## config.mk

```make
export PLATFORM = sky130hd
export DESIGN_NAME = calendar_to_epoch_seconds_flat
export DESIGN_NICKNAME = d
export VERILOG_FILES = /design/src/rtl/c2e_pkg.sv /design/src/rtl/c2e_in_if.sv /design/src/rtl/c2e_out_if.sv /design/src/rtl/c2e_pipe_ctrl.sv /design/src/rtl/calendar_to_epoch_seconds.sv /design/src/flat_wrapper.sv
export SDC_FILE = /design/constraint.sdc
export NUM_CORES = 1
export LEC_CHECK = 0
export BUFFER_PORTS_ARGS = -buffer_cell sky130_fd_sc_hd__buf_2
export CAP_MARGIN = 20
export CORE_MARGIN = 8
export CORE_UTILIZATION = 50
export DETAILED_ROUTE_END_ITERATION = 6
export PLACE_DENSITY = 0.69
export SETUP_SLACK_MARGIN = 0.5
export SYNTH_ARGS = -nofsm -noshare
export SYNTH_HDL_FRONTEND = slang
export SYNTH_SLANG_ARGS = --single-unit
```

## constraint.sdc

```tcl
create_clock -name clk -period 9.22 [get_ports clk]
set_clock_uncertainty 0.15 [all_clocks]
set_input_delay 1.383 -clock clk [delete_from_list [all_inputs] [get_ports clk]]
set_output_delay 1.383 -clock clk [all_outputs]
set_load 0.01 [all_outputs]
```

## src/rtl/c2e_pkg.sv

```systemverilog
// Shared types, constants and tables for the calendar to epoch seconds converter.
package c2e_pkg;

  // Register stages from the input capture to the output register.
  localparam int NUM_STAGES = 6;

  localparam logic [9:0]  EPOCH_YEAR_OFFSET = 10'd70;
  // The calendar year minus one is year_since_1900 plus this.
  localparam logic [11:0] PREV_YEAR_BASE    = 12'd1899;
  // Leap years in 1..1969 under the Gregorian rule.
  localparam logic [9:0]  LEAPS_BEFORE_EPOCH = 10'd477;
  localparam logic [18:0] DAYS_PER_YEAR     = 19'd365;
  localparam logic [11:0] YEARS_PER_CENTURY = 12'd100;

  // Reciprocal of 100, exact for every year value in range.
  localparam logic [24:0] DIV100_MUL   = 25'd5243;
  localparam int          DIV100_SHIFT = 19;
  // Reciprocal of 7, exact for every day count in range.
  localparam logic [38:0] DIV7_MUL     = 39'd599187;
  localparam int          DIV7_SHIFT   = 22;

  localparam logic signed [17:0] SECS_PER_DAY  = 18'sd86400;
  localparam logic [16:0]        SECS_PER_HOUR = 17'd3600;
  localparam logic [16:0]        SECS_PER_MIN  = 17'd60;
  // 1970-01-01 was a Thursday.
  localparam logic signed [19:0] EPOCH_WEEKDAY = 20'sd4;
  localparam logic [18:0]        DAYS_PER_WEEK = 19'd7;

  typedef struct packed {
    logic [NUM_STAGES-1:0] load;
    logic [NUM_STAGES-1:0] valid;
  } pipe_ctl_t;

  // Days before the first of the month; codes above December count as December.
  function automatic logic [8:0] days_before_month(input logic [3:0] month);
    logic [8:0] days;
    case (month)
      4'd0:    days = 9'd0;
      4'd1:    days = 9'd31;
      4'd2:    days = 9'd59;
      4'd3:    days = 9'd90;
      4'd4:    days = 9'd120;
      4'd5:    days = 9'd151;
      4'd6:    days = 9'd181;
      4'd7:    days = 9'd212;
      4'd8:    days = 9'd243;
      4'd9:    days = 9'd273;
      4'd10:   days = 9'd304;
      default: days = 9'd334;
    endcase
    return days;
  endfunction

endpackage

```

## src/rtl/c2e_in_if.sv

```systemverilog
// Request channel carrying one broken-down date and time.
interface c2e_in_if;
  logic       valid;
  logic       ready;
  logic [9:0] year_since_1900;
  logic [3:0] month;
  logic [4:0] day_of_month;
  logic [4:0] hour;
  logic [5:0] minute;
  logic [5:0] second;

  modport source (
    output valid, year_since_1900, month, day_of_month, hour, minute, second,
    input  ready
  );
  modport sink (
    input  valid, year_since_1900, month, day_of_month, hour, minute, second,
    output ready
  );
endinterface

```

## src/rtl/c2e_out_if.sv

```systemverilog
// Result channel carrying the epoch time, weekday and day of year.
interface c2e_out_if;
  logic        valid;
  logic        ready;
  logic [34:0] epoch_seconds;
  logic [2:0]  weekday;
  logic [8:0]  year_day;
  logic        before_epoch;

  modport source (
    output valid, epoch_seconds, weekday, year_day, before_epoch,
    input  ready
  );
  modport sink (
    input  valid, epoch_seconds, weekday, year_day, before_epoch,
    output ready
  );
endinterface

```

## src/rtl/c2e_pipe_ctrl.sv

```systemverilog
// Valid bits and per-stage load enables for the elastic conversion pipeline.
module c2e_pipe_ctrl (
  input  logic                 clk,
  input  logic                 rst_n,
  input  logic                 in_valid,
  input  logic                 out_ready,
  output c2e_pkg::pipe_ctl_t   ctl
);

  logic [c2e_pkg::NUM_STAGES-1:0] valid_r;
  logic [c2e_pkg::NUM_STAGES-1:0] valid_nxt;
  logic [c2e_pkg::NUM_STAGES-1:0] load;
  logic [c2e_pkg::NUM_STAGES-1:0] upstream;

  // A stage may load when it is empty or its content moves on in this cycle,
  // so bubbles are squeezed out even while the output is stalled.
  always_comb begin
    load[c2e_pkg::NUM_STAGES-1] = !valid_r[c2e_pkg::NUM_STAGES-1] || out_ready;
    for (int i = c2e_pkg::NUM_STAGES - 2; i >= 0; i--) begin
      load[i] = !valid_r[i] || load[i+1];
    end
  end

  assign upstream  = {valid_r[c2e_pkg::NUM_STAGES-2:0], in_valid};
  assign valid_nxt = (load & upstream) | (~load & valid_r);

  always_ff @(posedge clk) begin
    if (!rst_n) begin
      valid_r <= '0;
    end else begin
      valid_r <= valid_nxt;
    end
  end

  assign ctl.load  = load;
  assign ctl.valid = valid_r;

endmodule

```

## src/rtl/calendar_to_epoch_seconds.sv

```systemverilog
// Top level: pipelined conversion of a calendar date and time to Unix seconds.
//
// Usage: a request on in_if carries year_since_1900, month, day_of_month,
// hour, minute and second; it is taken at a clock edge where valid and
// ready are both high. Each request yields exactly one result on out_if:
// epoch_seconds, weekday (Sunday is 0), year_day and before_epoch. Years
// before 1970 give before_epoch high and all other fields zero.
// An accepted request passes in order through six register stages
// (capture, reciprocal products, leap and day sums, day count, seconds
// and week products, output register) to out_if.valid. Throughput is
// one request per cycle while out_if.ready stays high.
// Reset (rst_n low at a clock edge) empties the pipeline; nothing is in
// flight afterwards. When the receiver holds out_if.ready low, the output
// register keeps its result and the stages behind it keep filling until
// every stage holds a request; only then does in_if.ready fall. No request
// is dropped or repeated.
module calendar_to_epoch_seconds (
  input logic         clk,
  input logic         rst_n,
  c2e_in_if.sink      in_if,
  c2e_out_if.source   out_if
);

  c2e_pkg::pipe_ctl_t ctl;

  c2e_pipe_ctrl u_ctrl (
    .clk       (clk),
    .rst_n     (rst_n),
    .in_valid  (in_if.valid),
    .out_ready (out_if.ready),
    .ctl       (ctl)
  );

  assign in_if.ready  = ctl.load[0];
  assign out_if.valid = ctl.valid[c2e_pkg::NUM_STAGES-1];

  // Stage 1: capture.
  logic [9:0] s1_ys_r;
  logic [3:0] s1_mon_r;
  logic [4:0] s1_mday_r;
  logic [4:0] s1_hour_r;
  logic [5:0] s1_min_r;
  logic [5:0] s1_sec_r;

  always_ff @(posedge clk) begin
    if (ctl.load[0]) begin
      s1_ys_r   <= in_if.year_since_1900;
      s1_mon_r  <= in_if.month;
      s1_mday_r <= in_if.day_of_month;
      s1_hour_r <= in_if.hour;
      s1_min_r  <= in_if.minute;
      s1_sec_r  <= in_if.second;
    end
  end

  // Stage 2: reciprocal products for the century counts, month offset, time of day.
  logic [11:0] s2_prev_nxt, s2_year_nxt;
  logic [24:0] s2_pprev_nxt, s2_pyear_nxt;
  logic [9:0]  s2_base_nxt, s2_yoff_nxt;
  logic [16:0] s2_hms_nxt;
  logic        s2_err_nxt, s2_late_nxt, s2_ys4_nxt;

  always_comb begin
    s2_prev_nxt  = 12'(s1_ys_r) + c2e_pkg::PREV_YEAR_BASE;
    s2_year_nxt  = s2_prev_nxt + 12'd1;
    s2_pprev_nxt = 25'(s2_prev_nxt) * c2e_pkg::DIV100_MUL;
    s2_pyear_nxt = 25'(s2_year_nxt) * c2e_pkg::DIV100_MUL;
    // Day zero of January gives minus one; the 10-bit value is two's complement.
    s2_base_nxt  = 10'(c2e_pkg::days_before_month(s1_mon_r)) + 10'(s1_mday_r) - 10'd1;
    s2_yoff_nxt  = s1_ys_r - c2e_pkg::EPOCH_YEAR_OFFSET;
    s2_hms_nxt   = 17'(s1_hour_r) * c2e_pkg::SECS_PER_HOUR
                 + 17'(s1_min_r) * c2e_pkg::SECS_PER_MIN + 17'(s1_sec_r);
    s2_err_nxt   = s1_ys_r < c2e_pkg::EPOCH_YEAR_OFFSET;
    s2_late_nxt  = s1_mon_r > 4'd1;
    s2_ys4_nxt   = s1_ys_r[1:0] == 2'b00;
  end

  logic [11:0] s2_year_r;
  logic [9:0]  s2_div4_r;
  logic [24:0] s2_pprev_r, s2_pyear_r;
  logic [9:0]  s2_base_r, s2_yoff_r;
  logic [16:0] s2_hms_r;
  logic        s2_err_r, s2_late_r, s2_ys4_r;

  always_ff @(posedge clk) begin
    if (ctl.load[1]) begin
      s2_year_r  <= s2_year_nxt;
      s2_div4_r  <= s2_prev_nxt[11:2];
      s2_pprev_r <= s2_pprev_nxt;
      s2_pyear_r <= s2_pyear_nxt;
      s2_base_r  <= s2_base_nxt;
      s2_yoff_r  <= s2_yoff_nxt;
      s2_hms_r   <= s2_hms_nxt;
      s2_err_r   <= s2_err_nxt;
      s2_late_r  <= s2_late_nxt;
      s2_ys4_r   <= s2_ys4_nxt;
    end
  end

  // Stage 3: leap year test, leap days since 1970, days of whole years.
  logic [5:0]  s3_qprev, s3_qyear;
  logic        s3_century, s3_leap;
  logic [9:0]  s3_leaps;
  logic [18:0] s3_dyear_nxt;
  logic [9:0]  s3_yday_nxt;

  always_comb begin
    s3_qprev     = s2_pprev_r[24:c2e_pkg::DIV100_SHIFT];
    s3_qyear     = s2_pyear_r[24:c2e_pkg::DIV100_SHIFT];
    s3_century   = s2_year_r == 12'(12'(s3_qyear) * c2e_pkg::YEARS_PER_CENTURY);
    // Divisible by 400 means a century whose century count is a multiple of four.
    s3_leap      = s2_ys4_r && (!s3_century || (s3_qyear[1:0] == 2'b00));
    s3_leaps     = s2_div4_r - 10'(s3_qprev) + 10'(s3_qprev[5:2])
                 - c2e_pkg::LEAPS_BEFORE_EPOCH;
    s3_dyear_nxt = 19'(s2_yoff_r) * c2e_pkg::DAYS_PER_YEAR + 19'(s3_leaps);
    s3_yday_nxt  = s2_base_r + 10'(s3_leap && s2_late_r);
  end

  logic [18:0] s3_dyear_r;
  logic [9:0]  s3_yday_r;
  logic [16:0] s3_hms_r;
  logic        s3_err_r;

  always_ff @(posedge clk) begin
    if (ctl.load[2]) begin
      s3_dyear_r <= s3_dyear_nxt;
      s3_yday_r  <= s3_yday_nxt;
      s3_hms_r   <= s2_hms_r;
      s3_err_r   <= s2_err_r;
    end
  end

  // Stage 4: signed day count.
  logic signed [19:0] s4_days_nxt;

  assign s4_days_nxt = $signed({1'b0, s3_dyear_r}) + $signed({{10{s3_yday_r[9]}}, s3_yday_r});

  logic signed [19:0] s4_days_r;
  logic [9:0]         s4_yday_r;
  logic [16:0]        s4_hms_r;
  logic               s4_err_r;

  always_ff @(posedge clk) begin
    if (ctl.load[3]) begin
      s4_days_r <= s4_days_nxt;
      s4_yday_r <= s3_yday_r;
      s4_hms_r  <= s3_hms_r;
      s4_err_r  <= s3_err_r;
    end
  end

  // Stage 5: seconds and the reciprocal product for the weekday.
  logic signed [37:0] s5_daysec;
  logic [34:0]        s5_secs_nxt;
  logic [18:0]        s5_wk_nxt;
  logic [38:0]        s5_q7_nxt;

  always_comb begin
    s5_daysec   = s4_days_r * c2e_pkg::SECS_PER_DAY;
    s5_secs_nxt = 35'(s5_daysec) + 35'(s4_hms_r);
    // The day count is at least minus one, so the shifted count is never negative.
    s5_wk_nxt   = 19'(s4_days_r + c2e_pkg::EPOCH_WEEKDAY);
    s5_q7_nxt   = 39'(s5_wk_nxt) * c2e_pkg::DIV7_MUL;
  end

  logic [34:0] s5_secs_r;
  logic [18:0] s5_wk_r;
  logic [38:0] s5_q7_r;
  logic [8:0]  s5_yday_r;
  logic        s5_err_r;

  always_ff @(posedge clk) begin
    if (ctl.load[4]) begin
      s5_secs_r <= s5_secs_nxt;
      s5_wk_r   <= s5_wk_nxt;
      s5_q7_r   <= s5_q7_nxt;
      s5_yday_r <= s4_yday_r[8:0];
      s5_err_r  <= s4_err_r;
    end
  end

  // Stage 6: weekday remainder and the output register.
  logic [16:0] s6_quot;
  logic [18:0] s6_rem;

  always_comb begin
    s6_quot = s5_q7_r[38:c2e_pkg::DIV7_SHIFT];
    s6_rem  = s5_wk_r - 19'(19'(s6_quot) * c2e_pkg::DAYS_PER_WEEK);
  end

  logic [34:0] s6_secs_r;
  logic [2:0]  s6_wday_r;
  logic [8:0]  s6_yday_r;
  logic        s6_err_r;

  always_ff @(posedge clk) begin
    if (ctl.load[5]) begin
      s6_secs_r <= s5_err_r ? '0 : s5_secs_r;
      s6_wday_r <= s5_err_r ? '0 : s6_rem[2:0];
      s6_yday_r <= s5_err_r ? '0 : s5_yday_r;
      s6_err_r  <= s5_err_r;
    end
  end

  assign out_if.epoch_seconds = s6_secs_r;
  assign out_if.weekday       = s6_wday_r;
  assign out_if.year_day      = s6_yday_r;
  assign out_if.before_epoch  = s6_err_r;

endmodule

```

## src/flat_wrapper.sv

```systemverilog
// flat-port wrapper written by rule: the top's interface ports become plain ports
module calendar_to_epoch_seconds_flat 
  (clk, rst_n, in_if_valid, in_if_year_since_1900, in_if_month, in_if_day_of_month, in_if_hour, in_if_minute, in_if_second, in_if_ready, out_if_valid, out_if_epoch_seconds, out_if_weekday, out_if_year_day, out_if_before_epoch, out_if_ready);
  c2e_in_if in_if_i ();
  c2e_out_if out_if_i ();
  input logic clk;
  input logic rst_n;
  input wire logic [$bits(in_if_i.valid)-1:0] in_if_valid;
  input wire logic [$bits(in_if_i.year_since_1900)-1:0] in_if_year_since_1900;
  input wire logic [$bits(in_if_i.month)-1:0] in_if_month;
  input wire logic [$bits(in_if_i.day_of_month)-1:0] in_if_day_of_month;
  input wire logic [$bits(in_if_i.hour)-1:0] in_if_hour;
  input wire logic [$bits(in_if_i.minute)-1:0] in_if_minute;
  input wire logic [$bits(in_if_i.second)-1:0] in_if_second;
  output wire logic [$bits(in_if_i.ready)-1:0] in_if_ready;
  output wire logic [$bits(out_if_i.valid)-1:0] out_if_valid;
  output wire logic [$bits(out_if_i.epoch_seconds)-1:0] out_if_epoch_seconds;
  output wire logic [$bits(out_if_i.weekday)-1:0] out_if_weekday;
  output wire logic [$bits(out_if_i.year_day)-1:0] out_if_year_day;
  output wire logic [$bits(out_if_i.before_epoch)-1:0] out_if_before_epoch;
  input wire logic [$bits(out_if_i.ready)-1:0] out_if_ready;
  assign in_if_i.valid = in_if_valid;
  assign in_if_i.year_since_1900 = in_if_year_since_1900;
  assign in_if_i.month = in_if_month;
  assign in_if_i.day_of_month = in_if_day_of_month;
  assign in_if_i.hour = in_if_hour;
  assign in_if_i.minute = in_if_minute;
  assign in_if_i.second = in_if_second;
  assign in_if_ready = in_if_i.ready;
  assign out_if_valid = out_if_i.valid;
  assign out_if_epoch_seconds = out_if_i.epoch_seconds;
  assign out_if_weekday = out_if_i.weekday;
  assign out_if_year_day = out_if_i.year_day;
  assign out_if_before_epoch = out_if_i.before_epoch;
  assign out_if_i.ready = out_if_ready;
  calendar_to_epoch_seconds u_core (.clk(clk), .rst_n(rst_n), .in_if(in_if_i), .out_if(out_if_i));
endmodule
```

==> results of run 1 <==
repair_timing:
| action | 4_1_cts | 5_1_grt |
|---|---|---|
| gates resized for setup | 0 | 4 |
| setup buffers | 0 | 4 |
| endpoints found under the setup margin | 0 | 3 |
through the flow:
stage / hold slack [ps] / cells / worst slack (ps)
2_1_floorplan: 250 / 2642 / 1570
3_3_place_gp: 251 / 3494 / 1110
3_5_place_dp: 255 / 3494 / 778
4_1_cts: 233 / 3563 / 787
5_1_grt: 233 / 3567 / 523
6_report: 240 / 3567 / 1070
worst register-to-register path, delay by kind of cell (launching register included):
family	cells	cell delay, ps
fa+ha+maj	9	2990
xor+xnor	3	540
buf+inv	7	750
compound gates	9	2150
flops	1	510
simple gates	3	840
cells by family after synthesis:
logic type | count (synthesis) | share of synthesized area [%]
mux | 7 | 0.240
compound gates | 312 | 7.20
simple gates | 348 | 6.13
fa+ha+maj | 800 | 40.2
xor+xnor | 214 | 6.39
flops | 317 | 31.6
buf+inv | 644 | 8.25
registers in the layout (all words and copies together) (netlist names), 6 cells and up, named ones only:
| signal | flops |
|---|---|
| u_core.out_if.year_day | 9 |
| u_core.s2_hms_r | 17 |
| u_core.s2_pyear_r | 6 |
| u_core.s2_pprev_r | 7 |
| u_core.out_if.epoch_seconds | 35 |
| u_core.s5_secs_r | 35 |
| u_core.s3_dyear_r | 19 |
| u_core.s4_hms_r | 17 |
| u_core.s4_yday_r | 9 |
| u_core.s2_div4_r | 10 |
| u_core.s1_min_r | 6 |
| u_core.s3_hms_r | 17 |
| u_core.s5_yday_r | 9 |
| u_core.s1_sec_r | 6 |
| u_core.s4_days_r | 20 |
| u_core.s2_yoff_r | 10 |
| u_core.s2_year_r | 10 |
| u_core.s1_ys_r | 10 |
| u_core.s2_base_r | 10 |
| u_core.s3_yday_r | 10 |
routing by layer:
layer / up-vias / wire length, microns
li1: 9002 / -
met1: 8738 / 24300
met2: 269 / 28600
met3: 117 / 1910
met4: 0 / 1910
met5: - / 0
path summary, 6_finish.rpt:
path	start	to	slack [ps]
hold reg to reg	u_core.s3_err_r	u_core.s4_err_r	240
hold / removal	u_core.s3_err_r	u_core.s4_err_r	240
setup / recovery	u_core.s1_ys_r[1]	u_core.s2_pyear_r[23]	1070
setup reg to reg	u_core.s1_ys_r[1]	u_core.s2_pyear_r[23]	1070
cells in the mapped netlist (20+ instances only):
master	n	area [sq um]
nor3_1	20	100
nand2_1	70	263
fa_1	257	5140
o21ai_0	39	195
a21o_1	47	353
xor2_1	59	517
nor2b_1	58	363
nand3_1	36	180
nor2_1	71	267
ha_1	543	6790
o21bai_1	26	195
edfxtp_1	302	9070
inv_1	621	2330
a21oi_1	102	510
xnor2_1	152	1330
final cells by class:
class	count	area share (%)
Clock buffer	42	2.98
Clock inverter	27	0.996
Inverter	621	7.19
Multi-Input combinational cell	1681	55.2
Sequential cell	317	28.9
Tap cell	773	2.98
Timing Repair Buffer	106	1.77
==> out/qor.csv, run 1 <==
stage,metric,value,unit
clocking,Worst-path clk slew,60,ps
die,CORE AREA,58900,sq um
yosys,Synth Register Bits,317,
die,starting density of the core,50.4,%
cells_and_area,ANT cells,0,
place,Post-DP Area,31100,sq um
cells_and_area,# fillers,4987,
yosys,Post-synth EDFFs,302,
global_routing,vias in the first global route,19480,
cells_and_area,fraction of layout cells with a size suffix above 1,7.48,%
die,io pins,90,
yosys,sequential share of the synthesized area,31.6,%
critical_path,CP bufs+invs,7,
place,GPL Wtd Cong,0.920,
critical_path,highest-delay cell along the critical path,edfxtp_1,
global_routing,pin count of the biggest net entering global routing,74,
global_routing,GRT Util Overall,17.1,%
clocking,TritonCTS Buffers,38,
cells_and_area,Synth-to-Final Area Change,9.25,%
yosys,syn nets,3482,
critical_path,Most common cell on crit path,inv_1,
die,Die Footprint,67400,sq um
clocking,Clock Tree Root,clkbuf_16,
yosys,synth warn,0,
sta,ratio of final minimum period to clock period,88.4,%
global_routing,grt ovf,0,
critical_path,critical path's top delay family,adder cells,
critical_path,Worst EP required,9400,ps
global_routing,initial antenna violation count,0,
clocking,Max Root-Sink Buffers,3,
cells_and_area,area of the multi-input gates,17900,sq um
min_path,worst hold stages,0,
routing,drt wl/cell,15.9,microns
cells_and_area,post-route design area,32400,sq um
yosys,leading register cell type out of synthesis,edfxtp_1,
routing,DRT iter0 DRCs,590,
yosys,asr flop ratio synth,0,%
yosys,Syn Inst Count,2642,
clocking,hold_buf cts,0,
die,Die H,260,microns
sta,RSZ-0062 raised after global routing,false,
flow_run,number of max-cap violations,0,
place,port bufs,89,
critical_path,Arrival @ worst endpoint,8330,ps
routing,via count,18126,
cells_and_area,most frequent cells in the layout,"inv_1, ha_1, edfxtp_1, fa_1, xnor2_1",
global_routing,busiest grt layer,met2,
critical_path,critical path depth in cells,31,
cells_and_area,register area,9370,sq um
critical_path,CP max stage delay,510,ps
cells_and_area,"most common cell after layout, fill and taps aside",inv_1,
clocking,later-pin clock latency in the skew report,580,ps
critical_path,R2R depth,31,
sta,Tmin final,8150,ps
global_routing,M3 GR Usage,2.45,%
global_routing,first-pass GRT wire length,94500,microns
routing,DRT Wirelength,56700,microns
critical_path,Critical Path Start Type,flip-flop,
critical_path,crit path capture type,flip-flop,
clocking,Sink Count,317,
cells_and_area,Final #Nets,3605,
critical_path,Worst Path Max Fanout,9,
routing,First-pass DRT Iterations,5,
cells_and_area,Final Util,55.0,%
sta,Max Slew Vio Count,0,
die,row cnt,89,
sta,max_slew headroom,34.2,%
place,post-DP HPWL,47300,microns
clocking,CTS tree,done,
yosys,Unique masters post-synth,84,
run_status,status,finished clean,
yosys,Mapped Avg Cell Area,11.2,sq um
sta,setup TNS,0,ps
global_routing,GR Layer Usage met2,30.7,%
global_routing,M1 GR Usage,20.7,%
sta,Final Hold Viols,0,
yosys,Post-Syn Area,29700,sq um
routing,DR DRC count,0,
routing,DR vias/cell,5.08,
critical_path,CP Class,flip-flop to flip-flop,
sta,Fmax achieved,123,MHz
die,Die X,260,microns
routing,antenna-violating nets left,0,
clocking,htree depth,2,
min_path,Hold Crit Class,flip-flop to flip-flop,
sta,Worst Max-Slew Pin Slew,988,ps
sta,final setup vio count,0,
Power of run 1 is left out: the tool's default activity adds up to more than one toggle a clock period on the data nets, which glitch-free logic cannot reach.
==> run 2, diff against run 1 <==
--- a/config.mk
+++ b/config.mk
@@ -5,6 +5,7 @@
 export SDC_FILE = /design/constraint.sdc
 export NUM_CORES = 1
 export LEC_CHECK = 0
+export ABC_AREA = 1
 export BUFFER_PORTS_ARGS = -buffer_cell sky130_fd_sc_hd__buf_2
 export CAP_MARGIN = 20
 export CORE_MARGIN = 8
==> constraint.sdc (replaced) <==
create_clock -name clk -period 9.22 [get_ports clk]
set_clock_uncertainty 0.15 [all_clocks]
set_input_delay 0 -clock clk [delete_from_list [all_inputs] [get_ports clk]]
set_output_delay 0 -clock clk [all_outputs]
set_load 0.01 [all_outputs]
==> run 2 against run 1 <==
Compared with the run above: critical path depth rose by 3; synthesized cell count rose by 19%; global-route usage is 0.36 points higher; flip-flop and latch count unchanged; clock-buffer cell count is 3 higher; first-iteration DRC count is 60% higher; area after synthesis up 4.2%.
==> out/qor.csv, run 2 <==
stage,metric,value,unit,change
global_routing,GRT Util Overall,17.5,%,+0.36 points
sta,Max Slew Vio Count,0,,unchanged
yosys,Synth area leader,edfxtp_1,,
sta,max_slew headroom,33.9,%,-0.23 points
clocking,htree depth,2,,unchanged
die,Die X,265,microns,+2.0%
yosys,most frequent cell after synthesis,inv_1,,
die,CORE AREA,61500,sq um,+4.4%
routing,DRT Wirelength,59800,microns,+5.5%
critical_path,Most common cell on crit path,nand2_1,,
min_path,Hold Crit Start,in_if_day_of_month[1],,
yosys,Post-Syn Area,30900,sq um,+4.2%
global_routing,initial antenna violation count,0,,unchanged
yosys,commonest cells in the synthesized netlist,"inv_1, ha_1, nand2_1, edfxtp_1, fa_1",,
yosys,syn nets,3971,,+14%
cells_and_area,most frequent cells in the layout,"inv_1, ha_1, nand2_1, edfxtp_1, fa_1",,
routing,DR DRC count,0,,unchanged
yosys,leading register cell type out of synthesis,edfxtp_1,,
clocking,Max Root-Sink Buffers,3,,unchanged
die,Die Footprint,70100,sq um,+4.0%
global_routing,pin count of the biggest net entering global routing,69,,-6.8%
cells_and_area,Synth-to-Final Area Change,11.0,%,
global_routing,first-pass GRT wire length,101000,microns,+6.7%
critical_path,Worst EP required,9400,ps,about the same
yosys,Mapped Avg Cell Area,9.88,sq um,-12%
critical_path,highest-delay cell along the critical path,nor2_1,,
sta,Fmax achieved,134,MHz,+9.0%
critical_path,Arrival @ worst endpoint,7650,ps,-680 ps
cells_and_area,"most common cell after layout, fill and taps aside",inv_1,,
clocking,CTS tree,done,,
sta,RSZ-0062 raised after global routing,false,,
yosys,synth warn,0,,unchanged
sta,Tmin final,7480,ps,-674 ps
cells_and_area,Final #Nets,4173,,+16%
critical_path,reg2reg end,u_core.s2_pyear_r[22],,
critical_path,FF-to-FF Start,u_core.s1_ys_r[0],,
place,post-DP HPWL,49900,microns,+5.6%
clocking,later-pin clock latency in the skew report,580,ps,about the same
routing,via count,20446,,+13%
place,port bufs,89,,unchanged
clocking,Sink Count,317,,unchanged
clocking,TritonCTS Buffers,38,,unchanged
yosys,Unique masters post-synth,52,,-38%
routing,DRT iter0 DRCs,943,,+60%
run_status,status,finished clean,,
yosys,share of the synthesized area in the top cell type,29.3,%,-1.2 points
routing,antenna-violating nets left,0,,unchanged
sta,Worst Max-Slew Pin Slew,991,ps,+3.43 ps
clocking,post-CTS sizing,0,,unchanged
critical_path,Worst setup endpoint,u_core.s2_pyear_r[22],,
die,row cnt,91,,+2.2%
sta,setup TNS,0,ps,unchanged
yosys,Synth Register Bits,317,,unchanged
global_routing,grt ovf,0,,unchanged
yosys,sequential share of the synthesized area,30.3,%,-1.3 points
cells_and_area,ANT cells,0,,unchanged
critical_path,Worst Path Max Fanout,10,,+1
routing,First-pass DRT Iterations,5,,unchanged
clocking,Worst-path clk slew,60,ps,about the same
critical_path,CP Class,flip-flop to flip-flop,,
yosys,Post-synth EDFFs,302,,unchanged
critical_path,Setup crit start,u_core.s1_ys_r[0],,
cells_and_area,fraction of layout cells with a size suffix above 1,7.44,%,-0.044 points
critical_path,crit path capture type,flip-flop,,
sta,final setup vio count,0,,unchanged
cells_and_area,register area,9370,sq um,unchanged
sta,Final Hold Viols,0,,unchanged
cells_and_area,area of the multi-input gates,18600,sq um,+3.8%
critical_path,R2R depth,34,,+9.7%
yosys,asr flop ratio synth,0,%,unchanged
critical_path,Critical Path Start Type,flip-flop,,
sta,worst hold slack,25.8,ps,-215 ps
global_routing,vias in the first global route,20918,,+7.4%
sta,ratio of final minimum period to clock period,81.1,%,-7.3 points
critical_path,R2R Setup Slk,1740,ps,+670 ps
yosys,Syn Inst Count,3131,,+19%
min_path,Hold Crit Class,primary input to flip-flop,,
routing,drt wl/cell,14.4,microns,-9.4%
critical_path,CP max stage delay,580,ps,+70 ps
place,GPL Wtd Cong,0.905,,-1.6%
yosys,top area cells in the synthesized netlist,"edfxtp_1, ha_1, fa_1, inv_1, nand2_1",,
clocking,Clock Tree Root,clkbuf_16,,
routing,DR vias/cell,4.92,,-3.1%
cells_and_area,# fillers,5253,,+5.3%
die,starting density of the core,50.3,%,-0.064 points
die,io pins,90,,unchanged
flow_run,number of max-cap violations,0,,unchanged
die,Die H,265,microns,+2.0%
[run 2: cell types whose count changed after synthesis, sizes merged, moves of 14 or more]
cell    delta
xor2      +62
nand3     +57
and3      -14
nor2     +104
a21o      -37
o21bai    -18
a21oi     +45
xnor2     -90
nand2    +332
nor2b     -58
nand4     +17
o21ai     +29
nand2b    -14
inv      +174
[run 2: cell families (layout without fill, tap and decap cells)]
family	Yosys count	in the layout	synth area share [%]
compound gates	275	275	4.95
xor+xnor	186	186	5.31
fa+ha+maj	800	800	38.6
buf+inv	801	1032	9.72
flops	317	317	30.3
simple gates	752	752	11.1
[run 2: area by class of cell]
type	count	area share [%]
Timing Repair Buffer	168	3.55
Clock buffer	45	2.84
Multi-Input combinational cell	2013	54.1
Tap cell	790	2.88
Sequential cell	317	27.3
Clock inverter	24	0.717
Inverter	795	8.69
[run 2: layer usage]
metal | GRT usage (%) | share of wire (%) | up-vias
met5 | 0 | 0 | -
met4 | 5.04 | 2.3 | 0
met3 | 2.66 | 4.3 | 79
met2 | 31.1 | 50 | 328
met1 | 21.8 | 44 | 9604
li1 | - | - | 10435
[run 2: worst min-delay path by stage]
stage / end / slack (ps) / cells after the start
after floorplan: u_core.s1_hour_r[0] / -50 / 0
after global routing: u_core.s1_mday_r[1] / 40 / 2
after CTS: u_core.s1_mday_r[1] / 0.1 / 2
final: u_core.s1_mday_r[1] / 30 / 2
after detailed placement: u_core.s1_mday_r[4] / 30 / 1
after global placement: u_core.s1_ys_r[2] / 30 / 1
[run 2: what timing repair did]
action / CTS / global route
setup buffers: 0 / 0
hold buffers: 73 / 0
endpoints found under the hold margin: 51 / 0
[run 2: worst max-delay path, delay by kind of cell (launching register included)]
kind / cells / cell delay, ps
xor gates and xnor gates: 2 / 320
adders and majority gates: 9 / 3430
AOI/OAI and AO/OA: 3 / 420
and+or+nand+nor: 15 / 1730
buffers and inverters: 5 / 620
DFF: 1 / 560
[run 2: stage by stage]
step / instance area (sq um) / setup slack [ps] / util, % / std cells
2_1_floorplan: 30900 / 2430 / - / 3131
3_3_place_gp: 32400 / 1840 / 52.7 / 4010
3_5_place_dp: 32400 / 1760 / 52.7 / 4010
4_1_cts: 34400 / 1750 / 55.9 / 4152
5_1_grt: 34400 / 1200 / 55.9 / 4152
6_report: 34400 / 1740 / 55.9 / 4152
Power of run 2 is left out for the same reason.
